$ cat config.mk
export PLATFORM = sky130hd
export DESIGN_NAME = ffra_alu
export DESIGN_NICKNAME = d
export VERILOG_FILES = /design/src/rtl/ffra_pkg.sv /design/src/rtl/ffra_alu.sv
export SDC_FILE = /design/constraint.sdc
export NUM_CORES = 1
export LEC_CHECK = 0
export BUFFER_PORTS_ARGS = -buffer_cell sky130_fd_sc_hd__clkbuf_2
export CAP_MARGIN = 10
export CELL_PAD_IN_SITES_DETAIL_PLACEMENT = 1
export CELL_PAD_IN_SITES_GLOBAL_PLACEMENT = 1
export CORE_ASPECT_RATIO = 0.6
export CORE_MARGIN = 10
export CORE_UTILIZATION = 29
export DETAILED_ROUTE_END_ITERATION = 8
export PLACE_DENSITY_LB_ADDON = 0.1
export SETUP_SLACK_MARGIN = 0.4
export SLEW_MARGIN = 20
export SYNTH_ARGS = -nofsm -noshare
export SYNTH_HDL_FRONTEND = slang
export SYNTH_SLANG_ARGS = --single-unit
$ cat constraint.sdc
create_clock -name vclk -period 7.6
set_clock_uncertainty 0.1 [all_clocks]
set_input_delay 2.28 -clock vclk [all_inputs]
set_output_delay 2.28 -clock vclk [all_outputs]
set_load 0.01 [all_outputs]
$ cat src/rtl/ffra_pkg.sv
// Shared types and constants of the frame-fenced ring allocator.
// Used by the arithmetic unit and the top level; depends on nothing else.
package ffra_pkg;

  localparam int unsigned OFFSET_BITS = 24;
  localparam int unsigned CNT_W       = 25;
  localparam int unsigned SIZE_W      = 25;
  localparam int unsigned ALIGN_W     = 13;
  localparam int unsigned FRAME_W     = 64;
  localparam int unsigned RET_W       = 7;
  localparam int unsigned ALU_W       = 27;
  localparam int unsigned IN_DATA_W   = 104;
  localparam int unsigned OUT_DATA_W  = 152;

  localparam logic [CNT_W-1:0] CNT_MAX   = '1;
  localparam logic [CNT_W-1:0] CAP_LIMIT = CNT_W'(64'd1 << OFFSET_BITS);

  typedef enum logic [1:0] {
    OP_BEGIN  = 2'd0,
    OP_ALLOC  = 2'd1,
    OP_RETIRE = 2'd2,
    OP_NONE   = 2'd3
  } op_e;

  typedef enum logic [7:0] {
    ST_IDLE  = 8'b0000_0001,
    ST_CHK   = 8'b0000_0010,
    ST_ALIGN = 8'b0000_0100,
    ST_FIT   = 8'b0000_1000,
    ST_USED  = 8'b0001_0000,
    ST_ACC   = 8'b0010_0000,
    ST_RET   = 8'b0100_0000,
    ST_FIN   = 8'b1000_0000
  } state_e;

  typedef struct packed {
    logic [FRAME_W-1:0]     frame;
    logic [CNT_W-1:0]       consumed;
    logic [OFFSET_BITS-1:0] start;
  } range_t;

  typedef struct packed {
    logic             sub;
    logic [ALU_W-1:0] a;
    logic [ALU_W-1:0] b;
  } alu_req_t;

endpackage

$ cat src/rtl/ffra_alu.sv
// Shared add and subtract unit of the allocator sequencer.
// Depends on ffra_pkg.
module ffra_alu
  import ffra_pkg::*;
(
  input  alu_req_t         req_i,
  output logic [ALU_W-1:0] sum_o
);

  logic [ALU_W-1:0] b_op;

  assign b_op  = req_i.sub ? ~req_i.b : req_i.b;
  assign sum_o = req_i.a + b_op + ALU_W'(req_i.sub);

endmodule

==> impl_metrics.yaml <==
worst_setup_path:
  arrival_ps: 4690
  cp.buffers_inverters: 3
  cp_cell_sequence: "clkbuf_2 > buf_4 > xor2_1 > ha_1 > nand2_1 > o211ai_2 > a211oi_2 > o41ai_4 > a41oi_2 > xnor2_1 > clkbuf_2"
  crit_path_end_kind: "output pin"
  slowest_delay_ps: 440
  start_kind: "primary input"
  crit_fanout: 10
  slowest_stage: "o41ai_4"
  crit_start: "req_i[54]"
  cp.required_ps: 5220
  crit_family: "compound AO/OA/AOI/OAI gates"
  crit_type: "in2out"
  crit_top_cell: "clkbuf_2"
final_layout:
  fill_cells: 751
  seq_area_um2: 0
  syn2layout_area_growth_pct: 32.9
  clkbuf_count: 0
  seq_cell_count: 0
  multiInputGateArea_mm2: 0.00173
  fin_util_pct: 40.5
  num_antenna_cells: 0
  layout-drive-gt1-share_pct: 33.1
  final_nets: 400
drt:
  vias: 1970
  dr.pass1.iters: 4
  wl_met2_um: 2330
  routed_via_density: 5.00
  wl_per_cell_um: 16.0
  wl_met3_um: 473
  highest_layer: "met3"
  wirelength_met1_um: 3520
  drc: 0
  ant_nets: 0
  wl_um: 6320
  drtIter0Drc: 111
floorplan:
  die_w_um: 120
  die_h_um: 79.8
  num_io_pins: 82
  dieArea_mm2: 0.00955
  initial_utilization_pct: 30.4
  core_mm2: 0.00568
  rows: 21
timing:
  period_share_pct: 93.0
  rsz0062_at_grt: "yes"
  setup_violations: 0
  relSlewSlack_pct: 68.7
  hold_ws_ps: 4780
  post-route-min-period_ps: 7070
  finalHoldViolations: 0
  worst_pin_slew_ps: 464
  fin_tns_setup_ps: 0
  fmaxAchievable_ghz: 0.141
  drv_slew: 0
global_routing:
  overflow: 0
  antenna_found_initial: 0
  grt_pass1_wl_um: 10600
  grt_pass1_vias: 2139
  grt_usage_pct: 12.7
  grt_max_degree: 14
pwr:
  p_total_uw: 326
  irDropWorstVdd_v: 0.0000489
  p_leak_nw: 1.10
  p_per_area_mw_per_mm2: 142
yosys:
  syn_area_per_cell_um2: 7.38
  ys_seq_area_share_pct: 0
  synth_cell_types: 47
  synthCells: 234
  ys_warn_count: 0
  syn-num-nets: 318
  synth_area_mm2: 0.00173
place:
  gp_congestion: 0.828
  io_buffers: 82
  hpwlAfterDp_um: 5660
run_status:
  status: "finished clean"
hold_path:
  min_from: "req_i[27]"
  hp-class: "in2out"
run:
  cap_violations: 0
-- power by group --
group / internal [mW] / switching, mW / total [mW] / leakage (nW)
clock: 0 / 0 / 0 / 0
combinational: 0.137 / 0.189 / 0.326 / 1.10
sequential: 0 / 0 / 0 / 0
total: 0.137 / 0.189 / 0.326 / 1.10
-- kinds of logic (layout without fill, tap and decap cells) --
group | count (synthesis) | in the layout | share of synthesized area [%]
AO/OA/AOI/OAI | 78 | 78 | 31.8
XOR/XNOR | 52 | 52 | 26.4
adder cells (fa/ha/maj) | 29 | 29 | 21.4
buffers and inverters | 12 | 92 | 2.97
multiplexers | 1 | 1 | 0.579
AND/OR/NAND/NOR | 62 | 62 | 16.9
-- what timing repair did --
| action | 4_1_cts | 5_1_grt |
|---|---|---|
| gates resized for setup | 0 | 13 |
| setup endpoints to repair | 0 | 14 |
| hold buffers | 0 | 0 |
| setup buffers | 0 | 0 |
-- metal layers --
layer,GRT usage [%],vias up
li1,-,1021
met1,19.4,896
met2,18.0,53
met3,3.25,0
met4,0.120,0
met5,0,-
-- per-stage QoR --
| stage | std cells | cell area, um^2 | setup WS, ps |
|---|---|---|---|
| after detailed placement | 394 | 2240 | 433 |
| after global placement | 394 | 2240 | 493 |
| after CTS | 394 | 2240 | 424 |
| after floorplan | 234 | 1730 | 542 |
| after global routing | 394 | 2300 | 346 |
| final | 394 | 2300 | 530 |
-- synth_stat cells (all sizes together) --
library cell  instances  area share [%]
a41oi                 2             1.4
or2                   2            0.72
nand4                 4             1.4
fa                    1             1.2
nor3b                 1            0.43
nor3                  3            0.87
inv                   6             1.3
nand2                22             4.8
o21bai                5             2.2
nor4                  1            0.36
o21ai                13             4.0
mux2i                 1            0.58
nand2b                1            0.36
o211ai                3             1.6
xnor2                16             8.1
o21a                  5             2.2
nor2                 13             2.8
clkbuf                1            0.22
ha                   28              20
nor2b                 4             1.4
a32oi                 2             1.0
a21o                  5             2.2
o31ai                 2             1.2
buf                   5             1.4
a211oi                3             1.6
o31a                  1            0.51
and2                  2            0.72
o221ai                2             1.4
o41ai                 1             1.6
nand3                 5             1.4
o2111ai               2             1.0
xor2                 36              18
and3                  1            0.36
a31oi                 3             1.1
a21oi                28             8.3
a32o                  1            0.58
or3                   3             1.1
-- final cells by class --
type | instances | share of cell area (%)
repair buffers | 86 | 19.2
multi-input cells | 222 | 75.5
well taps | 80 | 4.36
inverters | 6 | 0.981
-- cells in the final DEF (no fill, tap or decap), types with 6 or more instances in the layout --
cell type,count
inv_1,6
ha_1,28
o21ai_0,10
xnor2_1,16
nor2_1,13
clkbuf_2,82
nand2_1,22
xor2_1,36
a21oi_1,24
-- path summary, 6_finish.rpt --
check | to | slack, ps | cells past startpoint
max | sum_o[20] | 530 | 11
min | sum_o[0] | 4780 | 3
No activity file was read; power rests on OpenSTA's default activity.
