**src/rtl/ffra_ram.sv**
```systemverilog
// Generic single-port-write, single-port-read RAM with a registered read.
// No dependencies.
module ffra_ram #(
  parameter int unsigned WIDTH = 8,
  parameter int unsigned DEPTH = 64
) (
  input  logic                     clk_i,
  input  logic                     we_i,
  input  logic [$clog2(DEPTH)-1:0] waddr_i,
  input  logic [WIDTH-1:0]         wdata_i,
  input  logic [$clog2(DEPTH)-1:0] raddr_i,
  output logic [WIDTH-1:0]         rdata_o
);

  logic [WIDTH-1:0] mem_q [DEPTH];
  logic [WIDTH-1:0] rdata_q;

  always_ff @(posedge clk_i) begin
    if (we_i) begin
      mem_q[waddr_i] <= wdata_i;
    end
    rdata_q <= mem_q[raddr_i];
  end

  assign rdata_o = rdata_q;

endmodule

```
**config.mk**
```make
export PLATFORM = sky130hd
export DESIGN_NAME = ffra_ram
export DESIGN_NICKNAME = d
export VERILOG_FILES = /design/src/rtl/ffra_ram.sv
export SDC_FILE = /design/constraint.sdc
export NUM_CORES = 1
export LEC_CHECK = 0
export BUFFER_PORTS_ARGS = -buffer_cell sky130_fd_sc_hd__buf_2
export CORE_UTILIZATION = 35
export CTS_CLUSTER_DIAMETER = 150
export DETAILED_ROUTE_END_ITERATION = 12
export PLACE_DENSITY = 0.55
export SLEW_MARGIN = 20
export SYNTH_ARGS = -nofsm -noshare
export SYNTH_HDL_FRONTEND = slang
export SYNTH_SLANG_ARGS = --single-unit
```
**constraint.sdc**
```tcl
create_clock -name clk_i -period 2.4 [get_ports clk_i]
set_input_delay 0.48 -clock clk_i [delete_from_list [all_inputs] [get_ports clk_i]]
set_output_delay 0.48 -clock clk_i [all_outputs]
set_load 0.01 [all_outputs]
```
==> impl_metrics.json, run 1 <==
{
  "status": "complete, no violations",
  "die_area_um2": 58580,
  "die_y_um": 242.0,
  "nets": 1158,
  "drv_cap": 0,
  "grt_pass1_vias": 10290,
  "wirelength_um": 47500,
  "grt_overflow": 0,
  "routed_via_density": 5.128,
  "drive_above_1_share_pct": 34.58,
  "synth_top_flop_cell": "edfxtp_1",
  "globalplace.congestion": 0.7982,
  "num_rows": 87,
  "highest_layer": "met5",
  "synth_cell_types": 40,
  "required_ns": 2.87,
  "yosysSeqAreaShare_pct": 77.03,
  "maxSlewViolCount": 0,
  "netlist_instances": 940,
  "hpwlAfterDp_um": 31660,
  "cp.arrival_ns": 2.51,
  "boundaryPins": 30,
  "root_buffer": "clkbuf_16",
  "synth_edf_count": 512,
  "hold_viol": 0,
  "drc": 0,
  "cts_sinks": 520,
  "postLayoutCoreUtil_pct": 42.52,
  "diodes": 0,
  "drt_first_pass_iters": 5,
  "antenna_left": 0,
  "synth_area_per_cell_um2": 21.45,
  "core_area_um2": 56710,
  "power.leakage_nw": 7.809,
  "grt_pass1_wl_um": 70020,
  "max-slew-margin-rel_pct": 56.80,
  "setup_violations": 0,
  "wl_met1_um": 20500,
  "crit_type": "flop to flop",
  "final.period_utilization_pct": 85.10,
  "grt_start_max_net_pins": 65,
  "cp-end-kind": "flop",
  "switching_share_pct": 21.21,
  "syn_to_final_growth_pct": 19.57,
  "numCtsBuffers": 53,
  "p_per_area_nw_per_um2": 795.2,
  "cp_cell_sequence": "mux4_2, mux2_2, o221a_2, nor3_1, o32ai_1",
  "wl_met2_um": 23130,
  "tightest_slew_ns": 0.6473,
  "holdBufCountCts": 0,
  "hp-class": "input pin to flop",
  "cts-resized-gates": 0,
  "power.switching_mw": 4.067,
  "fin_crit_ns": 2.042,
  "internal_power_mw": 15.11,
  "fmax_ghz": 0.4896,
  "ctsHtreeMaxLevel": 2,
  "synth_nets": 962,
  "grt_antenna_before_repair": 2,
  "drtIter0Drc": 811,
  "ys.warnings.count": 0,
  "critPathMaxStageDelay_ns": 0.46,
  "sequentialPowerShare_pct": 52.6,
  "async_flop_share_pct": 0,
  "grt_usage_pct": 16.44,
  "num_vias": 9913,
  "p_comb_share_pct": 5.6,
  "slowest_stage": "mux4_2",
  "clockBufferDepth": 3,
  "rsz0062_at_grt": "no",
  "path_max_fanout": 1,
  "fp.dieW_um": 242.0,
  "ys_seq_elements": 520,
  "routedWlPerCell_um": 24.57,
  "start_util_pct": 35.56,
  "ir_worst_vdd_mv": 0.4591,
  "insertion_delay_ns": 0.60,
  "clock_power_share_pct": 41.8,
  "cts_tree": "built",
  "cts_setup_buffers": 0,
  "port_buffers": 29,
  "clkTransAtPathRegs_ns": 0.06,
  "met3WireLength_um": 2662,
  "netlist_area_um2": 20170,
  "setup-tns-final_ns": 0,
  "clock-skew-final_ns": 0.01492,
  "cp-start-kind": "flop"
}
-- registers in the layout, indices dropped and copies added, names as in the netlist --
| name | flops |
|---|---|
| mem_q | 512 |
| rdata_o | 8 |
-- cell type report --
class                           instances  area, um2
Clock buffer                           63       1364
Clock inverter                         33      309.0
Fill cell                            4885      32600
Multi-Input combinational cell        369       4315
Sequential cell                       520      15530
Tap cell                              756      945.9
Timing Repair Buffer                  192       1645
-- cells in the final DEF (no fill, tap or decap), drive strengths merged, types with 4 or more instances in the layout --
cell,n
buf,191
clkbuf,64
nor2,83
nand2b,7
o21ai,4
a221oi,6
nor3,7
a211oi,4
nor2b,14
clkinv,22
dfxtp,8
o221ai,8
mux4,126
mux2,13
o22ai,8
mux2i,23
nand2,19
nand3,13
bufinv,5
edfxtp,512
-- cells in the mapped netlist, types with 7 or more instances --
cell,instances,area [um2]
mux2i_1,23,230.2
nand3_1,13,65.06
nor3_1,7,35.03
o22ai_1,8,50.05
o221ai_1,8,70.07
mux2_2,13,146.4
nor2b_1,14,87.58
clkbuf_1,17,63.81
nand2_1,19,71.32
buf_2,11,55.05
nor2_1,83,311.6
nand2b_1,7,43.79
dfxtp_1,8,160.2
buf_4,13,97.59
mux4_2,126,2838
edfxtp_1,512,15370
-- routing by layer --
layer  up-vias  GRT usage (%)
met5         -              0
met4         4          4.877
met3        65          3.445
met2       301          26.65
met1      5218          22.34
li1       4325              -
-- logic make-up after synthesis --
group	count (synthesis)	synth area share (%)
AOI/OAI and AO/OA	54	2.072
buffers and inverters	51	1.570
DFF	520	77.03
muxes	162	15.94
and+or+nand+nor	153	3.387
-- metrics by stage --
stage | power (mW) | hold WS (ns) | instance area [um2] | setup WS (ns) | std cells
after floorplan | 10.80 | 0.5789 | 20170 | 0.2523 | 940
after global placement | 11.36 | 0.8085 | 22440 | -0.2325 | 1837
after detailed placement | 11.37 | 0.8315 | 22440 | -0.2528 | 1837
after CTS | 19.38 | 0.2862 | 24110 | 0.3396 | 1933
after global routing | 19.76 | 0.3118 | 24110 | 0.3175 | 1933
final | 19.17 | 0.3361 | 24110 | 0.3576 | 1933
-- path summary, 6_finish.rpt --
path                              startpoint  cells after the start         end  slack [ns]
worst max-delay path            mem_q[16][6]                      5  rdata_o[6]        0.36
worst min-delay path              raddr_i[5]                      3  rdata_o[2]        0.34
worst max register to register  mem_q[16][6]                      5  rdata_o[6]        0.36
worst min register to register  mem_q[27][6]                      3  rdata_o[6]        0.84
-- power groups by stage --
stage               sequential [mW]  combinational (mW)  clock [mW]
finish                         10.1                1.08        8.01
global route                   10.1                1.15        8.53
CTS                            10.1                1.10        8.19
detailed placement             10.3                1.09           0
global placement               10.3                1.08           0
floorplan                      10.3               0.536           0
-- worst max-delay path, delay by kind of cell, from the launching register on --
family	cells	cell delay (ns)
muxes	2	0.76
AOI/OAI and AO/OA	2	0.42
and+or+nand+nor	1	0.37
DFF	1	0.36
Note: power is estimated with default switching activity, not from simulation.
==> inputs of run 2 (changes only) <==
--- a/config.mk
+++ b/config.mk
@@ -10,6 +10,7 @@
 export CTS_CLUSTER_DIAMETER = 150
 export DETAILED_ROUTE_END_ITERATION = 12
 export PLACE_DENSITY = 0.55
+export REMOVE_ABC_BUFFERS = 1
 export SLEW_MARGIN = 20
 export SYNTH_ARGS = -nofsm -noshare
 export SYNTH_HDL_FRONTEND = slang
==> impl_metrics.json, run 2 (same netlist as run 1, synthesis figures left out) <==
{
  "hp-start": "raddr_i[5]",
  "core_area_um2": 56710,
  "cp_cell_sequence": "mux4_2, mux2_2, o221a_2, nor3_1, o32ai_1",
  "ctsHtreeMaxLevel": 2,
  "hold_viol": 0,
  "ir_worst_vdd_mv": 0.4912,
  "min_path_cells": 3,
  "final_common_cell": "edfxtp_1",
  "slowest_stage": "mux4_2",
  "cp-start-kind": "flop",
  "start_util_pct": 35.56,
  "cts_sinks": 520,
  "place_ws_ns": -0.1701,
  "die_y_um": 242.0,
  "grt_overflow": 0,
  "drv_cap": 0,
  "p_per_area_nw_per_um2": 807.0,
  "layout_common_cells": "edfxtp_1, buf_4, mux4_2",
  "crit_type": "flop to flop",
  "top_register": "mem_q",
  "grt_pass1_vias": 10220,
  "hpwlAfterDp_um": 30930,
  "drc": 0,
  "wirelength_um": 47890,
  "boundaryPins": 30,
  "cts-resized-gates": 0,
  "final.period_utilization_pct": 84.29,
  "grt_pass1_wl_um": 70680,
  "port_buffers": 29,
  "cp.arrival_ns": 2.48,
  "tightest_slew_ns": 0.7185,
  "grt_antenna_before_repair": 1,
  "root_buffer": "clkbuf_16",
  "worst-path-stages": 5,
  "cts_setup_buffers": 0,
  "grt_usage_pct": 16.58,
  "ff2ff_setup_slack_ns": 0.38,
  "placed_cell_area_um2": 22430,
  "fin_ws_ns": 0.3769,
  "largest_reg_flops": 512,
  "maxSlewViolCount": 0,
  "required_ns": 2.86,
  "r2r_cells": 5,
  "stdcell_area_um2": 24210,
  "setup_violations": 0,
  "cp-end-kind": "flop",
  "die_area_um2": 58580,
  "clockBufferDepth": 3,
  "fp.dieW_um": 242.0,
  "nets": 1161,
  "holdBufCountCts": 0,
  "hp-class": "input pin to flop",
  "r2r_end": "rdata_o[4]",
  "fmax_ghz": 0.4943,
  "insertion_delay_ns": 0.60,
  "path_buf_inv": 0,
  "r2r-start": "mem_q[24][4]",
  "num_rows": 87,
  "clock-skew-final_ns": 0.02355,
  "clkTransAtPathRegs_ns": 0.06,
  "holdWs_ns": 0.3057,
  "max-slew-margin-rel_pct": 52.10,
  "grt_start_max_net_pins": 65,
  "cts_tree": "built",
  "drtIter0Drc": 897,
  "rsz0062_at_grt": "no",
  "power.leakage_nw": 7.861,
  "drive_above_1_share_pct": 34.60,
  "drt_first_pass_iters": 5,
  "num_vias": 10060,
  "syn_to_final_growth_pct": 20.05,
  "path_max_fanout": 1,
  "min_to": "rdata_o[1]",
  "routedWlPerCell_um": 24.70,
  "status": "complete, no violations",
  "routed_via_density": 5.187,
  "critPathTopFamily": "multiplexers",
  "globalplace.congestion": 0.8415,
  "critPathMaxStageDelay_ns": 0.48,
  "fin_crit_ns": 2.023,
  "numCtsBuffers": 56,
  "antenna_left": 0
}
## run 2: worst max path at each step
stage | from | end | slack (ns)
floorplan | raddr_i[0] | rdata_o[4] | 0.56
global placement | raddr_i[0] | rdata_o[6] | -0.17
detailed placement | raddr_i[0] | rdata_o[6] | -0.17
CTS | mem_q[21][6] | rdata_o[6] | 0.34
global route | mem_q[21][6] | rdata_o[6] | 0.24
finish | mem_q[24][4] | rdata_o[4] | 0.38
## run 2: metrics by stage
| stage | total power, mW | std cells | setup TNS [ns] | utilization [%] |
|---|---|---|---|---|
| after floorplan | 10.66 | 889 | 0 | - |
| after global placement | 11.36 | 1837 | -0.6775 | 39.55 |
| after detailed placement | 11.37 | 1837 | -0.6575 | 39.55 |
| after CTS | 19.73 | 1938 | 0 | 42.68 |
| after global routing | 20.10 | 1938 | 0 | 42.68 |
| final | 19.54 | 1939 | 0 | 42.69 |
## run 2: metal layers
metal	global-route usage (%)	share of wire, %	up-vias
met3	3.888	6.7	74
li1	-	-	4335
met1	23.91	46	5362
met4	5.361	2.6	0
met2	24.79	45	286
met5	0	0	-
## run 2: layout make-up
class,instances,area [um2]
fill,4910,32500
sequential,520,15530
multi-input combinational,369,4315
timing repair buffer,192,1633
clock buffer,64,1453
tap,756,945.9
clock inverter,37,325.3
antenna,1,2.502
## run 2: report_power, final
part / switching [mW] / total, mW / internal (mW)
Combinational: 0.612 / 1.08 / 0.465
Sequential: 0.0389 / 10.1 / 10.1
Clock: 3.42 / 8.37 / 4.95
Total: 4.07 / 19.5 / 15.5
## run 2: worst reg2reg max path: stages, from the launching register on
cell      delay (ns)
edfxtp_1        0.37
mux4_2          0.48
mux2_2          0.28
o221a_2         0.29
nor3_1          0.33
o32ai_1         0.14
